[src/sv/sefr_pkg.sv]
package sefr_pkg;

    localparam int unsigned CfgIdxWidth = 2;
    localparam int unsigned CfgDataWidth = 16;

    typedef logic [CfgIdxWidth-1:0] t_cfg_idx;
    typedef logic [CfgDataWidth-1:0] t_cfg_data;
    typedef logic [2:0] t_phase;
    typedef logic [2:0] t_kind;

    localparam t_cfg_idx CFG_START_MARKER = 2'd0;
    localparam t_cfg_idx CFG_END_MARKER = 2'd1;
    localparam t_cfg_idx CFG_MAX_LENGTH = 2'd2;

    localparam logic [7:0] START_MARKER_RESET = 8'h02;
    localparam logic [7:0] END_MARKER_RESET = 8'h03;
    localparam logic [15:0] MAX_LENGTH_RESET = 16'hFFFF;

    localparam logic [15:0] CHECK_BYTES = 16'd4;

    localparam t_phase PH_HUNT = 3'd0;
    localparam t_phase PH_TYPE = 3'd1;
    localparam t_phase PH_LEN_HI = 3'd2;
    localparam t_phase PH_LEN_LO = 3'd3;
    localparam t_phase PH_PAYLOAD = 3'd4;
    localparam t_phase PH_CHECK = 3'd5;
    localparam t_phase PH_TRAILER = 3'd6;

    localparam t_kind KIND_IGNORED = 3'd0;
    localparam t_kind KIND_START = 3'd1;
    localparam t_kind KIND_TYPE = 3'd2;
    localparam t_kind KIND_LENGTH = 3'd3;
    localparam t_kind KIND_PAYLOAD = 3'd4;
    localparam t_kind KIND_CHECK = 3'd5;
    localparam t_kind KIND_TRAILER = 3'd6;

endpackage

[src/sv/sefr_if.sv]
interface sefr_in_if;
    logic       valid;
    logic       ready;
    logic [7:0] rx_byte;

    modport source (output valid, output rx_byte, input ready);
    modport sink (input valid, input rx_byte, output ready);
endinterface

interface sefr_out_if;
    logic        valid;
    logic        ready;
    logic [2:0]  byte_kind;
    logic [7:0]  payload_byte;
    logic [15:0] payload_index;
    logic        frame_end;
    logic        frame_ok;
    logic        length_error;
    logic [7:0]  frame_type;
    logic [15:0] frame_length;
    logic [31:0] frame_check;

    modport source (
        output valid, output byte_kind, output payload_byte, output payload_index,
        output frame_end, output frame_ok, output length_error, output frame_type,
        output frame_length, output frame_check, input ready
    );
    modport sink (
        input valid, input byte_kind, input payload_byte, input payload_index,
        input frame_end, input frame_ok, input length_error, input frame_type,
        input frame_length, input frame_check, output ready
    );
endinterface

[src/sv/stx_etx_length_frame_receiver.sv]
// The result of an input transfer is held in the output register from the next cycle on.
// Throughput: one byte per cycle; a new byte is taken whenever the output register
// is empty or its result is being taken in the same cycle.
// Reset (synchronous, active low) returns to hunting for the start marker, clears
// the held frame fields and restores the marker and length limit registers.
module stx_etx_length_frame_receiver (
    input  logic                 i_clk,
    input  logic                 i_rst_n,
    input  logic                 i_cfg_we,
    input  sefr_pkg::t_cfg_idx   i_cfg_idx,
    input  sefr_pkg::t_cfg_data  i_cfg_wdata,
    sefr_in_if.sink              i_rx,
    sefr_out_if.source           o_res
);
    import sefr_pkg::*;

    logic [7:0]  r_start_marker;
    logic [7:0]  r_end_marker;
    logic [15:0] r_max_length;

    t_phase      r_phase, n_phase;
    logic [15:0] r_bytes_left, n_bytes_left;
    logic [7:0]  r_type, n_type;
    logic [15:0] r_length, n_length;
    logic [31:0] r_check, n_check;
    logic [15:0] r_position, n_position;

    t_kind       n_kind;
    logic [7:0]  n_pbyte;
    logic [15:0] n_pidx;
    logic        n_fend, n_fok, n_lerr;
    logic [15:0] w_len_full;
    logic [15:0] w_left_dec;

    logic        r_out_valid;
    t_kind       r_kind;
    logic [7:0]  r_pbyte;
    logic [15:0] r_pidx;
    logic        r_fend, r_fok, r_lerr;
    logic [7:0]  r_out_type;
    logic [15:0] r_out_length;
    logic [31:0] r_out_check;

    logic        w_accept;
    logic [7:0]  w_byte;

    assign i_rx.ready = !r_out_valid || o_res.ready;
    assign w_accept = i_rx.valid && i_rx.ready;
    assign w_byte = i_rx.rx_byte;

    assign w_len_full = {r_length[15:8], w_byte};
    assign w_left_dec = r_bytes_left - 16'd1;

    always_ff @(posedge i_clk) begin
        if (!i_rst_n) begin
            r_start_marker <= START_MARKER_RESET;
            r_end_marker <= END_MARKER_RESET;
            r_max_length <= MAX_LENGTH_RESET;
        end else if (i_cfg_we) begin
            unique case (i_cfg_idx)
                CFG_START_MARKER: r_start_marker <= i_cfg_wdata[7:0];
                CFG_END_MARKER: r_end_marker <= i_cfg_wdata[7:0];
                CFG_MAX_LENGTH: r_max_length <= i_cfg_wdata;
                default: ;
            endcase
        end
    end

    always_comb begin
        n_phase = r_phase;
        n_bytes_left = r_bytes_left;
        n_type = r_type;
        n_length = r_length;
        n_check = r_check;
        n_position = r_position;
        n_kind = KIND_IGNORED;
        n_pbyte = 8'd0;
        n_pidx = 16'd0;
        n_fend = 1'b0;
        n_fok = 1'b0;
        n_lerr = 1'b0;
        unique case (r_phase)
            PH_TYPE: begin
                n_kind = KIND_TYPE;
                n_type = w_byte;
                n_phase = PH_LEN_HI;
            end
            PH_LEN_HI: begin
                n_kind = KIND_LENGTH;
                n_length = {w_byte, 8'd0};
                n_phase = PH_LEN_LO;
            end
            PH_LEN_LO: begin
                n_kind = KIND_LENGTH;
                n_length = w_len_full;
                if (w_len_full > r_max_length) begin
                    n_fend = 1'b1;
                    n_lerr = 1'b1;
                    n_phase = PH_HUNT;
                end else if (w_len_full == 16'd0) begin
                    n_bytes_left = CHECK_BYTES;
                    n_phase = PH_CHECK;
                end else begin
                    n_bytes_left = w_len_full;
                    n_position = 16'd0;
                    n_phase = PH_PAYLOAD;
                end
            end
            PH_PAYLOAD: begin
                n_kind = KIND_PAYLOAD;
                n_pbyte = w_byte;
                n_pidx = r_position;
                n_position = r_position + 16'd1;
                n_bytes_left = w_left_dec;
                if (w_left_dec == 16'd0) begin
                    n_bytes_left = CHECK_BYTES;
                    n_phase = PH_CHECK;
                end
            end
            PH_CHECK: begin
                n_kind = KIND_CHECK;
                n_check = {r_check[23:0], w_byte};
                n_bytes_left = w_left_dec;
                if (w_left_dec == 16'd0) begin
                    n_phase = PH_TRAILER;
                end
            end
            PH_TRAILER: begin
                n_kind = KIND_TRAILER;
                n_fend = 1'b1;
                n_fok = (w_byte == r_end_marker);
                n_phase = PH_HUNT;
            end
            default: begin
                n_phase = PH_HUNT;
                if (w_byte == r_start_marker) begin
                    n_kind = KIND_START;
                    n_type = 8'd0;
                    n_length = 16'd0;
                    n_check = 32'd0;
                    n_bytes_left = 16'd0;
                    n_position = 16'd0;
                    n_phase = PH_TYPE;
                end
            end
        endcase
    end

    always_ff @(posedge i_clk) begin
        if (!i_rst_n) begin
            r_phase <= PH_HUNT;
            r_bytes_left <= 16'd0;
            r_type <= 8'd0;
            r_length <= 16'd0;
            r_check <= 32'd0;
            r_position <= 16'd0;
        end else if (w_accept) begin
            r_phase <= n_phase;
            r_bytes_left <= n_bytes_left;
            r_type <= n_type;
            r_length <= n_length;
            r_check <= n_check;
            r_position <= n_position;
        end
    end

    always_ff @(posedge i_clk) begin
        if (!i_rst_n) begin
            r_out_valid <= 1'b0;
        end else if (w_accept) begin
            r_out_valid <= 1'b1;
        end else if (o_res.ready) begin
            r_out_valid <= 1'b0;
        end
    end

    always_ff @(posedge i_clk) begin
        if (w_accept) begin
            r_kind <= n_kind;
            r_pbyte <= n_pbyte;
            r_pidx <= n_pidx;
            r_fend <= n_fend;
            r_fok <= n_fok;
            r_lerr <= n_lerr;
            r_out_type <= n_type;
            r_out_length <= n_length;
            r_out_check <= n_check;
        end
    end

    assign o_res.valid = r_out_valid;
    assign o_res.byte_kind = r_kind;
    assign o_res.payload_byte = r_pbyte;
    assign o_res.payload_index = r_pidx;
    assign o_res.frame_end = r_fend;
    assign o_res.frame_ok = r_fok;
    assign o_res.length_error = r_lerr;
    assign o_res.frame_type = r_out_type;
    assign o_res.frame_length = r_out_length;
    assign o_res.frame_check = r_out_check;

    // A length error ends the frame on the second length byte.
    a_lerr_ends_frame: assert property (@(posedge i_clk) disable iff (!i_rst_n)
        r_out_valid && r_lerr |-> r_fend && (r_kind == KIND_LENGTH))
        else $error("length error without frame end on a length byte");

    // A good frame is reported only on the trailer byte.
    a_ok_on_trailer: assert property (@(posedge i_clk) disable iff (!i_rst_n)
        r_out_valid && r_fok |-> r_fend && (r_kind == KIND_TRAILER))
        else $error("frame_ok outside a trailer result");

    // The check phase always has one to four bytes to go.
    a_check_count: assert property (@(posedge i_clk) disable iff (!i_rst_n)
        r_phase == PH_CHECK |-> (r_bytes_left != 16'd0) && (r_bytes_left <= CHECK_BYTES))
        else $error("check byte count out of range");

    // The payload phase never runs with nothing left.
    a_payload_count: assert property (@(posedge i_clk) disable iff (!i_rst_n)
        r_phase == PH_PAYLOAD |-> r_bytes_left != 16'd0)
        else $error("payload phase with zero bytes left");

endmodule
[src/flat_wrapper.sv]
// flat-port wrapper written by rule: the top's interface ports become plain ports
module stx_etx_length_frame_receiver_flat import sefr_pkg::*;
  (i_clk, i_rst_n, i_cfg_we, i_cfg_idx, i_cfg_wdata, i_rx_valid, i_rx_rx_byte, i_rx_ready, o_res_valid, o_res_byte_kind, o_res_payload_byte, o_res_payload_index, o_res_frame_end, o_res_frame_ok, o_res_length_error, o_res_frame_type, o_res_frame_length, o_res_frame_check, o_res_ready);
  sefr_in_if i_rx_i ();
  sefr_out_if o_res_i ();
  input  logic i_clk;
  input  logic i_rst_n;
  input  logic i_cfg_we;
  input  sefr_pkg::t_cfg_idx i_cfg_idx;
  input  sefr_pkg::t_cfg_data i_cfg_wdata;
  input wire logic [$bits(i_rx_i.valid)-1:0] i_rx_valid;
  input wire logic [$bits(i_rx_i.rx_byte)-1:0] i_rx_rx_byte;
  output wire logic [$bits(i_rx_i.ready)-1:0] i_rx_ready;
  output wire logic [$bits(o_res_i.valid)-1:0] o_res_valid;
  output wire logic [$bits(o_res_i.byte_kind)-1:0] o_res_byte_kind;
  output wire logic [$bits(o_res_i.payload_byte)-1:0] o_res_payload_byte;
  output wire logic [$bits(o_res_i.payload_index)-1:0] o_res_payload_index;
  output wire logic [$bits(o_res_i.frame_end)-1:0] o_res_frame_end;
  output wire logic [$bits(o_res_i.frame_ok)-1:0] o_res_frame_ok;
  output wire logic [$bits(o_res_i.length_error)-1:0] o_res_length_error;
  output wire logic [$bits(o_res_i.frame_type)-1:0] o_res_frame_type;
  output wire logic [$bits(o_res_i.frame_length)-1:0] o_res_frame_length;
  output wire logic [$bits(o_res_i.frame_check)-1:0] o_res_frame_check;
  input wire logic [$bits(o_res_i.ready)-1:0] o_res_ready;
  assign i_rx_i.valid = i_rx_valid;
  assign i_rx_i.rx_byte = i_rx_rx_byte;
  assign i_rx_ready = i_rx_i.ready;
  assign o_res_valid = o_res_i.valid;
  assign o_res_byte_kind = o_res_i.byte_kind;
  assign o_res_payload_byte = o_res_i.payload_byte;
  assign o_res_payload_index = o_res_i.payload_index;
  assign o_res_frame_end = o_res_i.frame_end;
  assign o_res_frame_ok = o_res_i.frame_ok;
  assign o_res_length_error = o_res_i.length_error;
  assign o_res_frame_type = o_res_i.frame_type;
  assign o_res_frame_length = o_res_i.frame_length;
  assign o_res_frame_check = o_res_i.frame_check;
  assign o_res_i.ready = o_res_ready;
  stx_etx_length_frame_receiver u_core (.i_clk(i_clk), .i_rst_n(i_rst_n), .i_cfg_we(i_cfg_we), .i_cfg_idx(i_cfg_idx), .i_cfg_wdata(i_cfg_wdata), .i_rx(i_rx_i), .o_res(o_res_i));
endmodule
[config.mk]
export PLATFORM = sky130hd
export DESIGN_NAME = stx_etx_length_frame_receiver_flat
export DESIGN_NICKNAME = d
export VERILOG_FILES = /design/src/sv/sefr_pkg.sv /design/src/sv/sefr_if.sv /design/src/sv/stx_etx_length_frame_receiver.sv /design/src/flat_wrapper.sv
export SDC_FILE = /design/constraint.sdc
export NUM_CORES = 1
export LEC_CHECK = 0
export BUFFER_PORTS_ARGS = -buffer_cell sky130_fd_sc_hd__buf_2
export CORE_ASPECT_RATIO = 0.9
export CORE_MARGIN = 3
export CORE_UTILIZATION = 52
export CTS_CLUSTER_DIAMETER = 150
export DETAILED_ROUTE_END_ITERATION = 10
export HOLD_SLACK_MARGIN = 0.06
export PLACE_DENSITY = 0.75
export SLEW_MARGIN = 40
export SYNTH_ARGS = -nofsm -noshare
export SYNTH_HDL_FRONTEND = slang
export SYNTH_SLANG_ARGS = --single-unit
[constraint.sdc]
create_clock -name i_clk -period 3.5 [get_ports i_clk]
set_input_delay 0 -clock i_clk [delete_from_list [all_inputs] [get_ports i_clk]]
set_output_delay 0 -clock i_clk [all_outputs]
set_load 0.1 [all_outputs]
======== Yosys cells after proc, flatten, opt, wreduce, memory -nomap -nowiden ========
Index checks and enable logic that the tools add are counted.
storage, ports and cells
  bits in writable memories ............... 0
  word-level logic and storage cells ...... 84
  input bits .............................. 31
  output and inout port bits .............. 88
  bits in registers ....................... 210
  latch bits .............................. 0
  ROM bits ................................ 0
  memories kept ........................... 0
cells by class
  add/sub/neg operators ................... 2
  eq/ne operators ......................... 14
  $lt $le $gt $ge ......................... 1
  $mul .................................... 0
  shift operators ......................... 0
  muxes and demuxes ....................... 25
  divide/modulo/power cells ............... 0
  bitwise gates (word level) .............. 2
  reduce and logical (&&, ||, !) cells .... 21
operators by type and width
  kind                                                                   number
  16-bit 2-to-1 mux                                                      7
  16-bit case mux with 3 select lines                                    2
  16-bit case mux with 4 select lines                                    1
  32-bit case mux with 2 select lines                                    1
  16-bit zero test                                                       2
  32-bit 2-to-1 mux                                                      1
  3-bit case mux with 6 select lines                                     1
  16-bit by 1-bit adder with 16-bit output, second input constant        1
  8-bit equality test                                                    2
  16-bit > comparator                                                    1
  8-bit case mux with 2 select lines                                     1
  16-bit by 1-bit subtractor with 16-bit output, second input constant   1
  3-bit case mux with 5 select lines                                     1
  5-bit OR reduction                                                     2
  3-bit equality test, second input constant                             3
  3-bit 2-to-1 mux                                                       3
  8-bit 2-to-1 mux                                                       1
  4-bit OR reduction                                                     2
  3-bit by 2-bit equality test with 1-bit output, second input constant  2
  2-bit AND reduction                                                    3
  1-bit 2-to-1 mux                                                       5
  5-bit AND reduction                                                    1
  2-bit by 1-bit != test with 1-bit output, second input constant        2
  2-bit != test, second input constant                                   2
  16 further kinds                                                       17

======== Depth between registers and ports, before layout ========
  word-level depth ........................ 4
  gate-level depth with buffers ........... 12
  depth with buffers taken out ............ 9

======== Worst setup path after synthesis ========
No wires, ideal clock.
  path kind ............................... register -> register
  start point ............................. reg u_core.r_out_valid, in the netlist u_core.o_res.valid
  end point ............................... reg u_core.r_phase[2]
  data required time ...................... 3235 ps
  stages on the path, launching flop included .. 6
  library setup time ...................... 265 ps
  clock period less this slack ............ 5101 ps
  buffers on the path ..................... 1
  path slack .............................. -1601 ps
  arrival ................................. 4836 ps
  cells stage by stage .................... dfxtp_1 nand2b_1 nand2_1 inv_1 clkbuf_1 a311oi_1
between the ends
  longest elaborated chain between the ends .. 4
ends and longest elaborated chain
  element                        RTL line                              RTL
  from (decl)                    stx_etx_length_frame_receiver.sv:35   logic r_out_valid;
  from (signal assigned)         stx_etx_length_frame_receiver.sv:169  r_out_valid <= 1'b0;
  from (signal assigned)         stx_etx_length_frame_receiver.sv:171  r_out_valid <= 1'b1;
  from (signal assigned)         stx_etx_length_frame_receiver.sv:173  r_out_valid <= 1'b0;
  1-bit zero test                stx_etx_length_frame_receiver.sv:47   assign i_rx.ready = !r_out_valid || o_res.ready;
  1-bit logical OR               stx_etx_length_frame_receiver.sv:47
  net i_rx_ready                 flat_wrapper.sv:13                    output wire logic [$bits(i_rx_i.ready)-1:0] i_rx_ready;
  1-bit logical AND              stx_etx_length_frame_receiver.sv:48   assign w_accept = i_rx.valid && i_rx.ready;
  net u_core.w_accept            stx_etx_length_frame_receiver.sv:44   logic w_accept;
  3-bit AND reduction (no line)  --
  to (signal assigned)           stx_etx_length_frame_receiver.sv:158  r_phase <= n_phase;
  to (decl)                      stx_etx_length_frame_receiver.sv:21   t_phase r_phase, n_phase;
The timed path passes the listed nets, and every way through them passes these cells.
A chain may end at the register's enable or synchronous reset.

======== Final worst setup path ========
  start point ............................. in i_rx_rx_byte[7]
  end point ............................... reg u_core.r_position[9]
between the ends
  longest elaborated chain between the ends .. 3
  elaborated cells between the ends (all ways) .. 7
  those cells by class .................... order compare (1); eq/ne (3); reduce/logical (3)
ends and longest elaborated chain
  element                                                        RTL line                              RTL
  from (decl)                                                    flat_wrapper.sv:12                    input wire logic [$bits(i_rx_i.rx_byte)-1:0] i_rx_rx_byte;
  16-bit > comparator (tied with other cells)                    stx_etx_length_frame_receiver.sv:96   if (w_len_full > r_max_length) begin
  2-bit != test (no line) or 3-bit nonzero test (tied branches)  --
  5-bit AND reduction (no line) (*)                              --
  to (signal assigned)                                           stx_etx_length_frame_receiver.sv:163  r_position <= n_position;
  to (decl)                                                      stx_etx_length_frame_receiver.sv:26   logic [15:0] r_position, n_position;
Mark *: on every way between the ends. The rest lies on a longest branch, timed or not.

==> impl_results.md <==
- Unique masters post-synth: 65
- Final setup violation count: 0
- Register area: 5060 sq um
- CTS tree: done
- Clk_lat worst skew: 500 ps
- Post-route worst setup slack: 628 ps
- Yosys reg bits: 210
- Synth Cell Area: 9510 sq um
- Commonest cells after routing, fill and taps aside: 124 x dfxtp_1, 118 x buf_2, 86 x edfxtp_1
- Clock root buffer: clkbuf_16
- Initial antenna violation count: 0
- Worst Hold Slack: 145 ps
- Ant. Diodes: 0
- Post-synth ARST share: 0%
- Wire length of the first global-routing pass: 37200 um
- Final period utilization: 82.0%
- Reg2Reg Setup Slack: 650 ps
- Least-Margin Pin Slew: 809 ps
- Met3 Routed Length: 1720 um
- IO Pins: 119
- Post-CTS setup buffers: 0
- Clock tree buffer depth: 3
- Die X: 149 um
- Post-DRT Antenna Nets: 0
- Met1 wire length: 10300 um
- Hold path cells: 5
- Max-slew violations: 0
- Crit end category: flip-flop
- Status: complete, no violations
- Placement row count: 46
- Min cycle time layout: 2870 ps
- Via count: 7301
- Skew final: 8.59 ps
- Fill cells: 1396
- Met2 WL: 10700 um
- R2R cell count: 9
- Wirelength per Cell: 18.4 um
- Core area: 17800 sq um
- Final RePlAce weighted congestion: 0.886
- Power Density: 534 nW/um^2
- Clock Sinks: 210
- Critical-path maximum fanout: 17
- All-Layer GR Usage: 22.9%
- Max layer used: met4
- Maximum clock rate: 348 MHz
- Layout cells sized above 1: 22.8%
- Crit path launch: i_rx_rx_byte[7]
- Critical R2R Launch: u_core.r_length[9]
- Worst setup SP type: input pin
- FF-to-FF End: u_core.r_position[9]
- Number of synthesized flops with an enable pin: 86
- H-tree levels: 1
- Die Ht: 134 um
- Largest net degree at the start of global routing: 61
- Most common cell after layout, fill and taps aside: dfxtp_1
- Crit path DAT: 3260 ps
- Die Area: 20000 sq um
- Setup TNS Final: 0 ps
- Critical Setup Path Class: input pin to flip-flop
- DRT iter0 DRCs: 735
- Multi-input gate area: 4070 sq um
- DRC errors left: 0
- Worst EP required: 3890 ps
- Max-cap violations: 0
- Leakage dissipation: 4.58 nW
- Worst Setup EP: u_core.r_position[9]
- Dpl ws: 645 ps
- Maximum vdd drop: 0.000375 V
- Reg clk slew, reported paths: 60 ps
- Area growth syn-to-layout: 18.5%
- RSZ-0062 raised after global routing: no
- Gr ovfl total: 0
- Starting density of the core: 53.5%
- Final Hold Viols: 0
- Vias in the first global route: 6822
- Post-Synthesis Cells: 885
- Pre-antenna DRT Iters: 5
- Post-Syn Nets: 935
- Final HPWL DP: 14400 um
- Syn Area/Cell: 10.7 sq um
- Ys Warns: 0
- Slew headroom: 46.1%
- Hold Crit Class: input pin to flip-flop
- PortBufs: 118
- Vias/cell: 5.78
- Ys flop type: dfxtp_1
- CTS buffer count: 23
- Sequential area share after synthesis: 53.2%
- Final wirelength: 23200 um
- Nets: 1056
worst min-delay path by stage:
stage                    start                       end  slack (ps)
2_1_floorplan   i_cfg_wdata[0]    u_core.r_end_marker[0]         130
4_1_cts               i_cfg_we  u_core.r_start_marker[0]         120
3_3_place_gp   i_cfg_wdata[12]   u_core.r_max_length[12]         230
6_report              i_cfg_we  u_core.r_start_marker[0]         150
3_5_place_dp   i_cfg_wdata[14]   u_core.r_max_length[14]         230
5_1_grt               i_cfg_we  u_core.r_start_marker[4]         170
stage by stage:
step | cells | power, mW | utilization (%) | instance area (sq um)
after floorplan | 885 | 3.49 | - | 9520
after global placement | 1190 | 3.64 | 57.4 | 10200
after detailed placement | 1190 | 3.65 | 57.4 | 10200
after CTS | 1263 | 6.05 | 63.4 | 11300
after global routing | 1263 | 6.21 | 63.4 | 11300
final | 1263 | 6.02 | 63.4 | 11300
cells in the mapped netlist, types with 14 or more instances:
cell type / n / share of area (%)
clkbuf_1: 47 / 1.9
o21ba_2: 48 / 5.1
xnor2_1: 24 / 2.2
ha_1: 19 / 2.5
xor2_1: 16 / 1.5
edfxtp_1: 86 / 27
o21ai_0: 63 / 3.3
mux2i_1: 19 / 2.0
and2_1: 21 / 1.4
o211ai_1: 18 / 1.4
inv_1: 29 / 1.1
a21oi_1: 28 / 1.5
dfxtp_1: 124 / 26
nor4_1: 19 / 1.2
nand2_1: 68 / 2.7
nor2_1: 57 / 2.2
nand3_1: 14 / 0.74
a22o_1: 57 / 5.2
kinds of logic (layout without fill, tap and decap cells):
family | after synthesis | count (layout) | share of synthesized area [%]
AO/OA/AOI/OAI | 266 | 266 | 20.9
flip-flops | 210 | 210 | 53.2
buffers and inverters | 92 | 230 | 4.14
adder cells (fa/ha/maj) | 19 | 19 | 2.50
AND/OR/NAND/NOR | 236 | 236 | 13.0
multiplexers | 19 | 19 | 2.00
XOR/XNOR | 43 | 43 | 4.20
where the power goes:
group | total (mW) | switching, mW | internal [mW]
sequential | 2.73 | 0.0526 | 2.68
combinational | 0.900 | 0.698 | 0.202
clock | 2.39 | 0.942 | 1.45
routing by layer:
metal  track usage [%]  vias up
li1                  -     3501
met1              33.4     3452
met2              35.8      302
met3              4.16       46
met4              5.59        0
met5                 0        -
state kept, by name, summed over array words and instances (netlist names), 16 cells and up:
name / flops
u_core.o_res.frame_check: 32
u_core.r_position: 16
u_core.o_res.payload_index: 16
u_core.r_length: 16
u_core.r_check: 32
u_core.o_res.frame_length: 16
u_core.r_bytes_left: 16
u_core.r_max_length: 16
critical path: stages:
cell,delay [ps]
dlygate4sd3_1,550
buf_2,340
ha_1,330
a21oi_1,150
o21a_1,130
o22ai_1,90
o311a_1,430
buf_4,230
nor4_2,510
a21o_2,390
nor2_1,90
final cells by class:
type	instances	share of cell area [%]
clock inverter	9	0.921
sequential	210	44.9
multi-input combinational	583	36.1
inverter	29	0.988
timing repair buffer	159	8.66
clock buffer	33	5.79
tap	240	2.66
what timing repair did:
action | 4_1_cts | 5_1_grt
gates resized for setup | 0 | 0
hold endpoints to repair | 49 | 0
hold buffers | 31 | 0
(Power assumes the default switching activity.)
